==> src/hw/rtl/kts_pkg.sv <==
// Shared constants, types and helpers for the Kalman trajectory smoother.
// No dependencies; every other file of the block imports this package.
package kts_pkg;

   localparam int REG_BITS          = 24;
   localparam int VALUE_BITS_DEF    = 32;
   localparam int FRACTION_BITS_DEF = 16;
   localparam int CSR_INDEX_BITS    = 2;

   localparam logic [REG_BITS-1:0] PROCESS_NOISE_RST = 24'd655;
   localparam logic [REG_BITS-1:0] MEASURE_NOISE_RST = 24'd6554;
   localparam logic [REG_BITS-1:0] INITIAL_COV_RST   = 24'd6554;

   typedef enum logic [CSR_INDEX_BITS-1:0] {
      CSR_PROCESS_NOISE = 2'd0,
      CSR_MEASURE_NOISE = 2'd1,
      CSR_INITIAL_COV   = 2'd2
   } csr_index_type;

   // Status of a serial arithmetic unit, seen by the sequencer.
   typedef struct packed {
      logic busy;
      logic done;
   } unit_status_type;

   function automatic int max_int(input int a, input int b);
      return (a > b) ? a : b;
   endfunction

endpackage

==> src/hw/rtl/kts_req_if.sv <==
// Request channel of the trajectory smoother: one motion word per frame.
// Depends on kts_pkg for the default value width.
interface kts_req_if
   import kts_pkg::*;
#(
   parameter int VALUE_BITS = VALUE_BITS_DEF
) ();
   logic                         valid;
   logic                         ready;
   logic signed [VALUE_BITS-1:0] step_x;
   logic signed [VALUE_BITS-1:0] step_y;
   logic signed [VALUE_BITS-1:0] step_angle;
   logic                         motion_found;

   modport source (output valid, step_x, step_y, step_angle, motion_found, input ready);
   modport sink   (input valid, step_x, step_y, step_angle, motion_found, output ready);
endinterface

==> src/hw/rtl/kts_rsp_if.sv <==
// Response channel of the trajectory smoother: corrected motion and smoothed totals.
// Depends on kts_pkg for the default value width.
interface kts_rsp_if
   import kts_pkg::*;
#(
   parameter int VALUE_BITS = VALUE_BITS_DEF
) ();
   logic                         valid;
   logic                         ready;
   logic signed [VALUE_BITS-1:0] fixed_x;
   logic signed [VALUE_BITS-1:0] fixed_y;
   logic signed [VALUE_BITS-1:0] fixed_angle;
   logic signed [VALUE_BITS-1:0] smooth_x;
   logic signed [VALUE_BITS-1:0] smooth_y;
   logic signed [VALUE_BITS-1:0] smooth_angle;

   modport source (output valid, fixed_x, fixed_y, fixed_angle,
                   smooth_x, smooth_y, smooth_angle, input ready);
   modport sink   (input valid, fixed_x, fixed_y, fixed_angle,
                   smooth_x, smooth_y, smooth_angle, output ready);
endinterface

==> src/hw/rtl/kalman_trajectory_smoother_core.sv <==
// Top level of the Kalman trajectory smoother: sequencer, state and output register.
// Depends on kts_pkg, kts_req_if, kts_rsp_if, kts_serial_div and kts_serial_mul.
//
//   channel   direction  handshake            word
//   req_port  in         valid/ready          step_x, step_y, step_angle, motion_found
//   rsp_port  out        valid/ready          fixed_x/y/angle, smooth_x/y/angle
//   csr_*     in         csr_we, no wait      csr_index selects q, r or initial P
//
// A word that yields a result passes through predict, the bit-serial gain divider and
// the four shift-add lanes that run side by side, then the output state. With zero
// measurement noise the divider answers at once. A dropped word, or the one that starts
// the filter, leaves the block in its idle state. Reset is synchronous and active high;
// it clears the filter state, not the output words, and loads register defaults.
// A finished result waits in the output register while the next word is accepted;
// only a second result stalls, in the output state, until rsp_port.ready frees it.
module kalman_trajectory_smoother_core
   import kts_pkg::*;
#(
   parameter int VALUE_BITS    = VALUE_BITS_DEF,
   parameter int FRACTION_BITS = FRACTION_BITS_DEF
) (
   input  logic                       clock,
   input  logic                       reset,
   kts_req_if.sink                    req_port,
   kts_rsp_if.source                  rsp_port,
   input  logic                       csr_we,
   input  logic [CSR_INDEX_BITS-1:0]  csr_index,
   input  logic [REG_BITS-1:0]        csr_data
);
   localparam int VB    = VALUE_BITS;
   localparam int FB    = FRACTION_BITS;
   localparam int MW    = max_int(VB, REG_BITS);
   localparam int DW    = MW + 1;
   localparam int AW    = VB + 1;
   localparam int KW    = FB + 1;
   localparam int AXES  = 3;
   localparam int LANES = AXES + 1;
   localparam logic [KW-1:0]        UNITY = {1'b1, {FB{1'b0}}};
   localparam logic signed [VB-1:0] VMAX  = {1'b0, {(VB-1){1'b1}}};
   localparam logic signed [VB-1:0] VMIN  = {1'b1, {(VB-1){1'b0}}};

   typedef enum logic [2:0] {
      S_IDLE,
      S_PREDICT,
      S_GAIN_START,
      S_GAIN,
      S_UPDATE_START,
      S_UPDATE,
      S_OUTPUT
   } state_type;

   state_type               state_ff;
   logic [REG_BITS-1:0]     q_ff;
   logic [REG_BITS-1:0]     r_ff;
   logic [REG_BITS-1:0]     init_ff;
   logic signed [VB-1:0]    tot_ff    [AXES];
   logic signed [VB-1:0]    est_ff    [AXES];
   logic signed [VB-1:0]    motion_ff [AXES];
   logic signed [VB-1:0]    fixed_ff  [AXES];
   logic signed [VB-1:0]    smooth_ff [AXES];
   logic                    neg_ff    [AXES];
   logic [MW-1:0]           cov_ff;
   logic [VB-1:0]           p_ff;
   logic [KW-1:0]           k_ff;
   logic                    started_ff;
   logic                    have_last_ff;
   logic                    rsp_valid_ff;

   logic                    accept;
   logic                    take;
   logic signed [VB-1:0]    step_in   [AXES];
   logic signed [VB-1:0]    motion_in [AXES];
   logic signed [VB:0]      tot_sum   [AXES];
   logic signed [VB-1:0]    tot_in    [AXES];
   logic [DW-1:0]           p_sum;
   logic [VB-1:0]           p_in;
   logic signed [VB:0]      diff      [AXES];
   logic [VB:0]             est_sum   [AXES];
   logic signed [VB-1:0]    est_in    [AXES];
   logic signed [VB+1:0]    fix_sum   [AXES];
   logic signed [VB-1:0]    fix_in    [AXES];
   logic [AW-1:0]           lane_a    [LANES];
   logic [KW-1:0]           lane_b    [LANES];
   logic [AW-1:0]           lane_prod [LANES];
   unit_status_type         lane_sts  [LANES];
   logic [KW-1:0]           div_quot;
   unit_status_type         div_sts;

   // --- word intake and datapath around the serial units ---
   always_comb begin
      accept     = req_port.valid && req_port.ready;
      take       = req_port.motion_found || have_last_ff;
      step_in[0] = req_port.step_x;
      step_in[1] = req_port.step_y;
      step_in[2] = req_port.step_angle;

      for (int i = 0; i < AXES; i++) begin
         // reuse the last found motion when this frame has none
         motion_in[i] = req_port.motion_found ? step_in[i] : motion_ff[i];
         tot_sum[i]   = (VB+1)'(tot_ff[i]) + (VB+1)'(motion_in[i]);
         if (tot_sum[i][VB] != tot_sum[i][VB-1]) begin
            tot_in[i] = tot_sum[i][VB] ? VMIN : VMAX;
         end else begin
            tot_in[i] = tot_sum[i][VB-1:0];
         end

         // innovation magnitude feeds lanes 0..2; its sign is kept in neg_ff
         diff[i]   = (VB+1)'(tot_ff[i]) - (VB+1)'(est_ff[i]);
         lane_a[i] = diff[i][VB] ? AW'(-diff[i]) : AW'(diff[i]);
         lane_b[i] = k_ff;

         est_sum[i] = neg_ff[i] ? ({est_ff[i][VB-1], est_ff[i]} - lane_prod[i])
                                : ({est_ff[i][VB-1], est_ff[i]} + lane_prod[i]);
         est_in[i]  = est_sum[i][VB-1:0];

         // corrected motion from the already updated estimate
         fix_sum[i] = (VB+2)'(motion_ff[i]) + (VB+2)'(est_ff[i]) - (VB+2)'(tot_ff[i]);
         if ((fix_sum[i][VB+1:VB-1] == 3'b000) || (fix_sum[i][VB+1:VB-1] == 3'b111)) begin
            fix_in[i] = fix_sum[i][VB-1:0];
         end else begin
            fix_in[i] = fix_sum[i][VB+1] ? VMIN : VMAX;
         end
      end

      // lane 3 shrinks the covariance: P = (1 - K) * P
      lane_a[AXES] = AW'(p_ff);
      lane_b[AXES] = UNITY - k_ff;

      // predict with saturation to the value range
      p_sum = DW'(cov_ff) + DW'(q_ff);
      p_in  = (p_sum[DW-1:VB] != '0) ? '1 : p_sum[VB-1:0];
   end

   kts_serial_div #(
      .VALUE_BITS    (VALUE_BITS),
      .FRACTION_BITS (FRACTION_BITS)
   ) u_div (
      .clock    (clock),
      .reset    (reset),
      .start    (state_ff == S_GAIN_START),
      .numer    (p_ff),
      .noise    (r_ff),
      .quotient (div_quot),
      .status   (div_sts)
   );

   for (genvar g = 0; g < LANES; g++) begin : g_lane
      kts_serial_mul #(
         .VALUE_BITS    (VALUE_BITS),
         .FRACTION_BITS (FRACTION_BITS)
      ) u_mul (
         .clock        (clock),
         .reset        (reset),
         .start        (state_ff == S_UPDATE_START),
         .multiplicand (lane_a[g]),
         .multiplier   (lane_b[g]),
         .product      (lane_prod[g]),
         .status       (lane_sts[g])
      );
   end

   // --- sequencer, filter state and output register ---
   always_ff @(posedge clock) begin
      if (reset) begin
         state_ff     <= S_IDLE;
         q_ff         <= PROCESS_NOISE_RST;
         r_ff         <= MEASURE_NOISE_RST;
         init_ff      <= INITIAL_COV_RST;
         cov_ff       <= '0;
         started_ff   <= 1'b0;
         have_last_ff <= 1'b0;
         rsp_valid_ff <= 1'b0;
         for (int i = 0; i < AXES; i++) begin
            tot_ff[i]    <= '0;
            est_ff[i]    <= '0;
            motion_ff[i] <= '0;
         end
      end else begin
         if (csr_we) begin
            case (csr_index_type'(csr_index))
               CSR_PROCESS_NOISE: q_ff    <= csr_data;
               CSR_MEASURE_NOISE: r_ff    <= csr_data;
               CSR_INITIAL_COV:   init_ff <= csr_data;
               default: ;
            endcase
         end

         // drop the valid flag once the result word is taken; the output state
         // reloads it itself when a new result replaces the taken one
         if (rsp_valid_ff && rsp_port.ready && (state_ff != S_OUTPUT)) begin
            rsp_valid_ff <= 1'b0;
         end

         case (state_ff)
            S_IDLE: begin
               // a word with no motion ever seen is dropped without a trace
               if (accept && take) begin
                  for (int i = 0; i < AXES; i++) begin
                     motion_ff[i] <= motion_in[i];
                     tot_ff[i]    <= tot_in[i];
                  end
                  if (req_port.motion_found) begin
                     have_last_ff <= 1'b1;
                  end
                  if (!started_ff) begin
                     // first usable word only updates the totals and motion and loads the covariance
                     started_ff <= 1'b1;
                     cov_ff     <= MW'(init_ff);
                  end else begin
                     state_ff <= S_PREDICT;
                  end
               end
            end
            S_PREDICT: begin
               p_ff     <= p_in;
               state_ff <= S_GAIN_START;
            end
            S_GAIN_START: begin
               state_ff <= S_GAIN;
            end
            S_GAIN: begin
               if (div_sts.done) begin
                  k_ff     <= div_quot;
                  state_ff <= S_UPDATE_START;
               end
            end
            S_UPDATE_START: begin
               for (int i = 0; i < AXES; i++) begin
                  neg_ff[i] <= diff[i][VB];
               end
               state_ff <= S_UPDATE;
            end
            S_UPDATE: begin
               // all lanes start together and finish together
               if (lane_sts[0].done) begin
                  for (int i = 0; i < AXES; i++) begin
                     est_ff[i] <= est_in[i];
                  end
                  cov_ff   <= MW'(lane_prod[AXES][VB-1:0]);
                  state_ff <= S_OUTPUT;
               end
            end
            S_OUTPUT: begin
               // hold here while an earlier result still waits
               if (!rsp_valid_ff || rsp_port.ready) begin
                  for (int i = 0; i < AXES; i++) begin
                     fixed_ff[i]  <= fix_in[i];
                     smooth_ff[i] <= est_ff[i];
                  end
                  rsp_valid_ff <= 1'b1;
                  state_ff     <= S_IDLE;
               end
            end
            default: begin
               state_ff <= S_IDLE;
            end
         endcase
      end
   end

   assign req_port.ready        = (state_ff == S_IDLE);
   assign rsp_port.valid        = rsp_valid_ff;
   assign rsp_port.fixed_x      = fixed_ff[0];
   assign rsp_port.fixed_y      = fixed_ff[1];
   assign rsp_port.fixed_angle  = fixed_ff[2];
   assign rsp_port.smooth_x     = smooth_ff[0];
   assign rsp_port.smooth_y     = smooth_ff[1];
   assign rsp_port.smooth_angle = smooth_ff[2];

   // --- checks on the sequencer ---
   a_div_done_in_gain: assert property (@(posedge clock) disable iff (reset)
      div_sts.done |-> (state_ff == S_GAIN))
      else $error("gain divider finished outside the gain state");

   a_lanes_in_step: assert property (@(posedge clock) disable iff (reset)
      lane_sts[0].done |-> (lane_sts[1].done && lane_sts[2].done && lane_sts[3].done))
      else $error("multiplier lanes out of step");

   a_idle_units_quiet: assert property (@(posedge clock) disable iff (reset)
      (state_ff == S_IDLE) |-> (!div_sts.busy && !lane_sts[0].busy))
      else $error("serial unit busy while the block accepts words");

   a_gain_bounded: assert property (@(posedge clock) disable iff (reset)
      (state_ff == S_UPDATE_START) |-> (k_ff <= UNITY))
      else $error("Kalman gain above one");
endmodule

==> src/hw/rtl/kts_serial_div.sv <==
// Restoring divider for the Kalman gain K = P / (P + r), one quotient bit per cycle.
// Depends on kts_pkg (register width, status type).
module kts_serial_div
   import kts_pkg::*;
#(
   parameter int VALUE_BITS    = VALUE_BITS_DEF,
   parameter int FRACTION_BITS = FRACTION_BITS_DEF
) (
   input  logic                    clock,
   input  logic                    reset,
   input  logic                    start,
   input  logic [VALUE_BITS-1:0]   numer,
   input  logic [REG_BITS-1:0]     noise,
   output logic [FRACTION_BITS:0]  quotient,
   output unit_status_type         status
);
   localparam int DW = max_int(VALUE_BITS, REG_BITS) + 1;
   localparam int CW = $clog2(FRACTION_BITS + 1);
   localparam logic [FRACTION_BITS:0] UNITY = {1'b1, {FRACTION_BITS{1'b0}}};

   logic [DW-1:0]          rem_ff;
   logic [DW-1:0]          denom_ff;
   logic [FRACTION_BITS:0] quot_ff;
   logic [CW-1:0]          cnt_ff;
   logic                   busy_ff;
   logic                   done_ff;
   logic [DW:0]            shifted_in;
   logic                   fits_in;

   always_comb begin
      shifted_in = {rem_ff, 1'b0};
      fits_in    = (shifted_in >= {1'b0, denom_ff});
   end

   always_ff @(posedge clock) begin
      if (reset) begin
         busy_ff <= 1'b0;
         done_ff <= 1'b0;
      end else begin
         done_ff <= 1'b0;
         if (start) begin
            if (noise == '0) begin
               // zero measurement noise: gain is one, or zero when P is zero too
               quot_ff <= (numer == '0) ? '0 : UNITY;
               busy_ff <= 1'b0;
               done_ff <= 1'b1;
            end else begin
               quot_ff  <= '0;
               rem_ff   <= DW'(numer);
               denom_ff <= DW'(numer) + DW'(noise);
               cnt_ff   <= CW'(FRACTION_BITS);
               busy_ff  <= 1'b1;
            end
         end else if (busy_ff) begin
            rem_ff  <= fits_in ? DW'(shifted_in - {1'b0, denom_ff}) : DW'(shifted_in);
            quot_ff <= {quot_ff[FRACTION_BITS-1:0], fits_in};
            cnt_ff  <= cnt_ff - CW'(1);
            if (cnt_ff == CW'(1)) begin
               busy_ff <= 1'b0;
               done_ff <= 1'b1;
            end
         end
      end
   end

   assign quotient = quot_ff;
   assign status   = '{busy: busy_ff, done: done_ff};
endmodule

==> src/hw/rtl/kts_serial_mul.sv <==
// Shift-add multiplier lane: round(a * k / 2^FRACTION_BITS), one multiplier bit per cycle.
// Depends on kts_pkg (status type, default widths).
module kts_serial_mul
   import kts_pkg::*;
#(
   parameter int VALUE_BITS    = VALUE_BITS_DEF,
   parameter int FRACTION_BITS = FRACTION_BITS_DEF
) (
   input  logic                    clock,
   input  logic                    reset,
   input  logic                    start,
   input  logic [VALUE_BITS:0]     multiplicand,
   input  logic [FRACTION_BITS:0]  multiplier,
   output logic [VALUE_BITS:0]     product,
   output unit_status_type         status
);
   localparam int AW = VALUE_BITS + 1;
   localparam int BW = FRACTION_BITS + 1;
   localparam int PW = AW + BW;
   localparam int CW = $clog2(BW + 1);
   localparam logic [PW-1:0] HALF = PW'(1) << (FRACTION_BITS - 1);

   logic [PW-1:0] acc_ff;
   logic [PW-1:0] a_ff;
   logic [BW-1:0] b_ff;
   logic [CW-1:0] cnt_ff;
   logic          busy_ff;
   logic          done_ff;

   always_ff @(posedge clock) begin
      if (reset) begin
         busy_ff <= 1'b0;
         done_ff <= 1'b0;
      end else begin
         done_ff <= 1'b0;
         if (start) begin
            // preload the rounding half so the final shift rounds on the magnitude
            acc_ff  <= HALF;
            a_ff    <= PW'(multiplicand);
            b_ff    <= multiplier;
            cnt_ff  <= CW'(BW);
            busy_ff <= 1'b1;
         end else if (busy_ff) begin
            if (b_ff[0]) begin
               acc_ff <= acc_ff + a_ff;
            end
            a_ff   <= {a_ff[PW-2:0], 1'b0};
            b_ff   <= {1'b0, b_ff[BW-1:1]};
            cnt_ff <= cnt_ff - CW'(1);
            if (cnt_ff == CW'(1)) begin
               busy_ff <= 1'b0;
               done_ff <= 1'b1;
            end
         end
      end
   end

   assign product = acc_ff[FRACTION_BITS +: AW];
   assign status  = '{busy: busy_ff, done: done_ff};
endmodule

==> src/flat_wrapper.sv <==
// flat-port wrapper written by rule: the top's interface ports become plain ports
module kalman_trajectory_smoother_core_flat import kts_pkg::*;
#(
   parameter int VALUE_BITS    = VALUE_BITS_DEF,
   parameter int FRACTION_BITS = FRACTION_BITS_DEF
)
  (clock, reset, csr_we, csr_index, csr_data, req_port_valid, req_port_step_x, req_port_step_y, req_port_step_angle, req_port_motion_found, req_port_ready, rsp_port_valid, rsp_port_fixed_x, rsp_port_fixed_y, rsp_port_fixed_angle, rsp_port_smooth_x, rsp_port_smooth_y, rsp_port_smooth_angle, rsp_port_ready);
  kts_req_if #(.VALUE_BITS(VALUE_BITS)) req_port_i ();
  kts_rsp_if #(.VALUE_BITS(VALUE_BITS)) rsp_port_i ();
  input  logic clock;
  input  logic reset;
  input  logic csr_we;
  input  logic [CSR_INDEX_BITS-1:0] csr_index;
  input  logic [REG_BITS-1:0] csr_data;
  input wire logic [$bits(req_port_i.valid)-1:0] req_port_valid;
  input wire logic [$bits(req_port_i.step_x)-1:0] req_port_step_x;
  input wire logic [$bits(req_port_i.step_y)-1:0] req_port_step_y;
  input wire logic [$bits(req_port_i.step_angle)-1:0] req_port_step_angle;
  input wire logic [$bits(req_port_i.motion_found)-1:0] req_port_motion_found;
  output wire logic [$bits(req_port_i.ready)-1:0] req_port_ready;
  output wire logic [$bits(rsp_port_i.valid)-1:0] rsp_port_valid;
  output wire logic [$bits(rsp_port_i.fixed_x)-1:0] rsp_port_fixed_x;
  output wire logic [$bits(rsp_port_i.fixed_y)-1:0] rsp_port_fixed_y;
  output wire logic [$bits(rsp_port_i.fixed_angle)-1:0] rsp_port_fixed_angle;
  output wire logic [$bits(rsp_port_i.smooth_x)-1:0] rsp_port_smooth_x;
  output wire logic [$bits(rsp_port_i.smooth_y)-1:0] rsp_port_smooth_y;
  output wire logic [$bits(rsp_port_i.smooth_angle)-1:0] rsp_port_smooth_angle;
  input wire logic [$bits(rsp_port_i.ready)-1:0] rsp_port_ready;
  assign req_port_i.valid = req_port_valid;
  assign req_port_i.step_x = req_port_step_x;
  assign req_port_i.step_y = req_port_step_y;
  assign req_port_i.step_angle = req_port_step_angle;
  assign req_port_i.motion_found = req_port_motion_found;
  assign req_port_ready = req_port_i.ready;
  assign rsp_port_valid = rsp_port_i.valid;
  assign rsp_port_fixed_x = rsp_port_i.fixed_x;
  assign rsp_port_fixed_y = rsp_port_i.fixed_y;
  assign rsp_port_fixed_angle = rsp_port_i.fixed_angle;
  assign rsp_port_smooth_x = rsp_port_i.smooth_x;
  assign rsp_port_smooth_y = rsp_port_i.smooth_y;
  assign rsp_port_smooth_angle = rsp_port_i.smooth_angle;
  assign rsp_port_i.ready = rsp_port_ready;
  kalman_trajectory_smoother_core #(.VALUE_BITS(VALUE_BITS), .FRACTION_BITS(FRACTION_BITS)) u_core (.clock(clock), .reset(reset), .req_port(req_port_i), .rsp_port(rsp_port_i), .csr_we(csr_we), .csr_index(csr_index), .csr_data(csr_data));
endmodule
==> config.mk <==
export PLATFORM = sky130hd
export DESIGN_NAME = kalman_trajectory_smoother_core_flat
export DESIGN_NICKNAME = d
export VERILOG_FILES = /design/src/hw/rtl/kts_pkg.sv /design/src/hw/rtl/kts_req_if.sv /design/src/hw/rtl/kts_rsp_if.sv /design/src/hw/rtl/kalman_trajectory_smoother_core.sv /design/src/hw/rtl/kts_serial_div.sv /design/src/hw/rtl/kts_serial_mul.sv /design/src/flat_wrapper.sv
export SDC_FILE = /design/constraint.sdc
export NUM_CORES = 2
export LEC_CHECK = 0
export ABC_AREA = 0
export BUFFER_PORTS_ARGS = -buffer_cell sky130_fd_sc_hd__clkbuf_2
export CAP_MARGIN = 20
export CELL_PAD_IN_SITES_DETAIL_PLACEMENT = 1
export CELL_PAD_IN_SITES_GLOBAL_PLACEMENT = 2
export CORE_MARGIN = 5
export CORE_UTILIZATION = 40
export CTS_CLUSTER_DIAMETER = 80
export DETAILED_ROUTE_END_ITERATION = 10
export PLACE_DENSITY = 0.84
export SLEW_MARGIN = 5
export SYNTH_ARGS = -nofsm -noshare
export SYNTH_HDL_FRONTEND = slang
export SYNTH_SLANG_ARGS = --single-unit
==> constraint.sdc <==
create_clock -name clock -period 23 [get_ports clock]
set_input_delay 0 -clock clock [delete_from_list [all_inputs] [get_ports clock]]
set_output_delay 0 -clock clock [all_outputs]
set_load 0.1 [all_outputs]
==> PnR_summary.wiki <==
{| class="wikitable"
! Metric !! Value
|-
| # clock sinks || 1209
|-
| Fraction of layout cells with a size suffix above 1 || 7.55%
|-
| Run status || finished clean
|-
| DRT Pass-1 Iters || 5
|-
| Number of remaining DRC errors || 0
|-
| Share of synthesized registers carrying an async set or reset || 0%
|-
| Biggest area consumer among synthesized cells || edfxtp_1
|-
| Cell-by-cell listing of the critical path || dlygate4sd3_1 > buf_6 > buf_4 > buf_4 > mux2_2 > ha_1 > fa_1 > a211oi_1 > o211ai_1 > a31oi_1 > o21ai_0 > nand2_1 > o221a_2 > o31ai_1 > a21boi_0 > nand2_1 > a21oi_1
|-
| Crit. End Element || flop
|-
| Horiz. Die Dim || 474 um
|-
| Warning count from the yosys run || 0
|-
| Post-detailed-routing wire length || 258 mm
|-
| Number of ports placed on the die boundary || 322
|-
| Worst slew slack as a fraction of its limit || 24.7%
|-
| CTS clock-pin slew for the worst setup and hold paths || 0.05 ns
|-
| Area of the placeable core || 214000 sq um
|-
| Pin count of the biggest net entering global routing || 148
|-
| Critical path arrival || 6.28 ns
|-
| Hold path startpoint || reset
|-
| Max incr delay on CP || 0.79 ns
|-
| Seq cells post-synth || 1209
|-
| Post-layout nets || 10600
|-
| Final worst hold slack || 0.0771 ns
|-
| Port buffer count || 321
|-
| Leakage power figure || 41.3 nW
|-
| Worst reg2reg setup slack || 17.69 ns
|-
| Final Max Tran Viols || 0
|-
| Post-layout power || 7.05 mW
|-
| Clock insertion delay at the later pin of the skew report || 0.81 ns
|-
| Number of antenna violations at the first check in global routing || 9
|-
| Largest vdd supply drop || 0.0761 mV
|-
| Die outline area || 225000 sq um
|-
| Dominant combinational cell family by area after synthesis || compound AO/OA/AOI/OAI gates
|-
| Per-cell via count in the routed design || 5.57
|-
| Power per Cell Area || 71.9 nW/um^2
|-
| Type of the setup path with the least slack || primary input to flop
|-
| Number of endpoints failing setup at the final stage || 0
|-
| Critical path's slowest cell || nand2_1
|-
| Synthesized instance count || 9219
|-
| Final instance area || 98100 sq um
|-
| Setup TNS || 0 ns
|-
| Startpoint kind of the worst setup timing path || primary input
|-
| Post-synthesis instance area || 86200 sq um
|-
| Post-synth EDFFs || 1092
|-
| WL per Instance || 20.4 um
|-
| Fraction of the yosys area taken by sequential cells || 40.8%
|-
| Setup repair after global routing missed its margin || false
|-
| Final-layout fill cell count || 24400
|-
| CTS tree || done
|-
| Final hold violation count || 0
|-
| Period minus WS final || 5.79 ns
|-
| Number of cells on the worst hold path || 3
|-
| Via Count || 70400
|-
| Detailed Place HPWL || 193 mm
|-
| Deepest level of the CTS H-tree || 4
|-
| Pin slew with the least headroom to its limit || 1.12 ns
|-
| Depth of the worst register-to-register path || 18
|-
| Largest fanout on the critical path || 65
|-
| Xor-xnor portion of the synthesized cell area || 7.33%
|-
| Compound-cell area share of the yosys netlist || 18.6%
|-
| Count of instances resized after the clock tree is built || 0
|-
| Worst hold-check path type || primary input to flop
|-
| Post-DP Area || 90800 sq um
|-
| Clock Skews || 0.0260 ns
|-
| TritonCTS buffer count || 153
|-
| Leftover overflow at the end of global routing || 0
|-
| Post-synth top area share || 38.0%
|-
| Number of distinct library cells after synthesis || 102
|-
| Simple-gate share of the synthesized area || 16.2%
|-
| Max-cap violations || 0
|-
| First-pass GRT wire length || 407 mm
|-
| Synthesized-area fraction occupied by adder cells || 12.4%
|-
| Number of buffers on the longest clock path || 3
|-
| Multiplexer share of the synthesized area || 0.617%
|-
| Area contributors post-synth || edfxtp_1, ha_1, xnor2_1
|-
| FF-to-FF Start || u_core.g_lane[0].u_mul.acc_ff[16]
|-
| Required time reported for the critical path endpoint || 23.49 ns
|-
| Post-synth net total || 10100
|-
| Area Overhead vs Synth || 13.8%
|-
| Hold Path Sink || u_core.rsp_port.valid
|-
| Post-route antenna net violation count || 0
|-
| Total routing resource utilization after global routing || 22.3%
|-
| Final worst path period share || 25.2%
|-
| Die height || 474 um
|-
| Crit Reg-Reg Endpoint || u_core.est_ff[0][29]
|-
| Placer Congestion || 0.901
|-
| Number of rows created at floorplan || 170
|-
| Average cell area after synthesis || 9.35 sq um
|-
| Clk root buf || clkbuf_16
|-
| Detailed Route Iter0 Violations || 3821
|-
| Fmax || 173 MHz
|-
| Number of global-route vias before repair || 73300
|-
| Initial cell density of the core || 40.2%
|-
| Most used DFF post-synth || edfxtp_1
|}
## layout by cell type, fill, tap and decap left out, drive strengths merged, types with 24 or more instances in the layout
cell type / netlist / final
and4: 27 / 27
o31ai: 49 / 49
nor2: 778 / 778
ha: 673 / 673
nand4: 61 / 61
nor2b: 97 / 97
clkinv: 0 / 53
or3: 51 / 51
a211o: 24 / 24
or2: 30 / 30
o211ai: 43 / 43
clkbuf: 254 / 516
o21a: 90 / 90
xnor2: 438 / 438
a31oi: 113 / 113
a41oi: 24 / 24
nand2b: 114 / 114
o21bai: 65 / 65
edfxtp: 1092 / 1092
nand3b: 36 / 36
a211oi: 95 / 95
and2: 246 / 246
a21o: 370 / 370
o21ai: 735 / 735
and3: 89 / 89
nand3: 145 / 145
inv: 650 / 662
buf: 31 / 64
nand2: 981 / 981
fa: 112 / 112
nor4: 66 / 66
a21oi: 701 / 701
dfxtp: 117 / 117
dlygate4sd3: 0 / 192
mux2i: 43 / 43
nor3: 162 / 162
xor2: 283 / 283
## sequential cells by signal, summed over array words and instances, names as in the netlist, 4 cells and up
register,cells
u_core.motion_ff,96
u_core.u_div.denom_ff,33
u_core.smooth_ff,96
u_core.est_ff,96
u_core.u_div.cnt_ff,5
u_core.tot_ff,96
u_core.g_lane.u_mul.cnt_ff,20
u_core.p_ff,32
u_core.fixed_ff,96
u_core.u_div.rem_ff,33
u_core.q_ff,24
u_core.cov_ff,32
u_core.init_ff,24
u_core.k_ff,17
u_core.g_lane.u_mul.b_ff,68
u_core.g_lane.u_mul.acc_ff,192
u_core.r_ff,24
u_core.g_lane.u_mul.busy_ff,4
u_core.g_lane.u_mul.a_ff,192
u_core.u_div.quotient,17
## how the worst max path moves through the flow
| stage | startpoint | end | slack [ns] | cells past startpoint |
|---|---|---|---|---|
| after CTS | u_core.est_ff[0][33] | u_core.fixed_ff[0][52] | 17.34 | 15 |
| final | req_port_motion_found | u_core.tot_ff[0][67] | 17.21 | 17 |
| after global placement | req_port_motion_found | u_core.tot_ff[0][66] | 17.20 | 16 |
| after detailed placement | req_port_motion_found | u_core.tot_ff[0][73] | 17.06 | 16 |
| after global routing | req_port_motion_found | u_core.tot_ff[0][78] | 16.91 | 17 |
| after floorplan | u_core.rsp_port.valid | u_core.fixed_ff[0][0] | 7.16 | 2 |
## through the flow
stage / worst slack [ns] / instances / util (%)
6_report: 17.21 / 12600 / 45.8
5_1_grt: 16.91 / 12600 / 45.8
4_1_cts: 17.34 / 12600 / 45.7
3_5_place_dp: 17.06 / 12100 / 42.4
3_3_place_gp: 17.20 / 12100 / 42.4
2_1_floorplan: 7.16 / 9219 / -
## logic make-up after synthesis
logic type                 count (synthesis)
xor gates and xnor gates                 721
adders and majority gates                785
buffers and inverters                    935
and+or+nand+nor                         2947
DFF                                     1209
muxes                                     52
AOI/OAI and AO/OA                       2570
## layout make-up
type	instances	area [sq um]	area share, %
clock buffers	197	4200	4.28
multi-input cells	7075	47700	48.6
flip-flops and latches	1209	35100	35.8
clock inverters	87	1030	1.05
repair buffers	576	4090	4.17
diodes	3	7.51	0.00765
well taps	2838	3550	3.62
inverters	650	2440	2.49
## routing by layer
| metal | GRT usage (%) | vias to the layer above | wire length (um) |
|---|---|---|---|
| met5 | 0 | - | 0 |
| met4 | 5.59 | 0 | 5820 |
| met3 | 2.35 | 307 | 9040 |
| met2 | 37.6 | 1163 | 120000 |
| met1 | 30.7 | 34800 | 123000 |
| li1 | - | 34100 | - |
## cell usage after synthesis (all sizes together) (113+ instances only)
| cell type | instances |
|---|---|
| a31oi | 113 |
| inv | 650 |
| nand2 | 981 |
| nor3 | 162 |
| a21oi | 701 |
| nand3 | 145 |
| clkbuf | 254 |
| edfxtp | 1092 |
| nand2b | 114 |
| dfxtp | 117 |
| nor2 | 778 |
| ha | 673 |
| o21ai | 735 |
| xnor2 | 438 |
| a21o | 370 |
| xor2 | 283 |
| and2 | 246 |
## worst max-delay path: cells and delay by family
kind / cells / cell delay, ns
AO/OA/AOI/OAI: 8 / 1.88
adder cells (fa/ha/maj): 2 / 0.67
AND/OR/NAND/NOR: 2 / 0.93
buffers and inverters: 4 / 2.17
multiplexers: 1 / 0.42
## what timing repair did
item,CTS,global route
hold endpoints to repair,296,0
hold buffers,192,0
buffers inserted,0,0
## power by group
| part | switching, mW | internal (mW) |
|---|---|---|
| combinational | 1.20 | 0.758 |
| sequential | 0.0703 | 2.51 |
| clock | 1.03 | 1.49 |
Note: power is estimated with default switching activity, not from simulation.
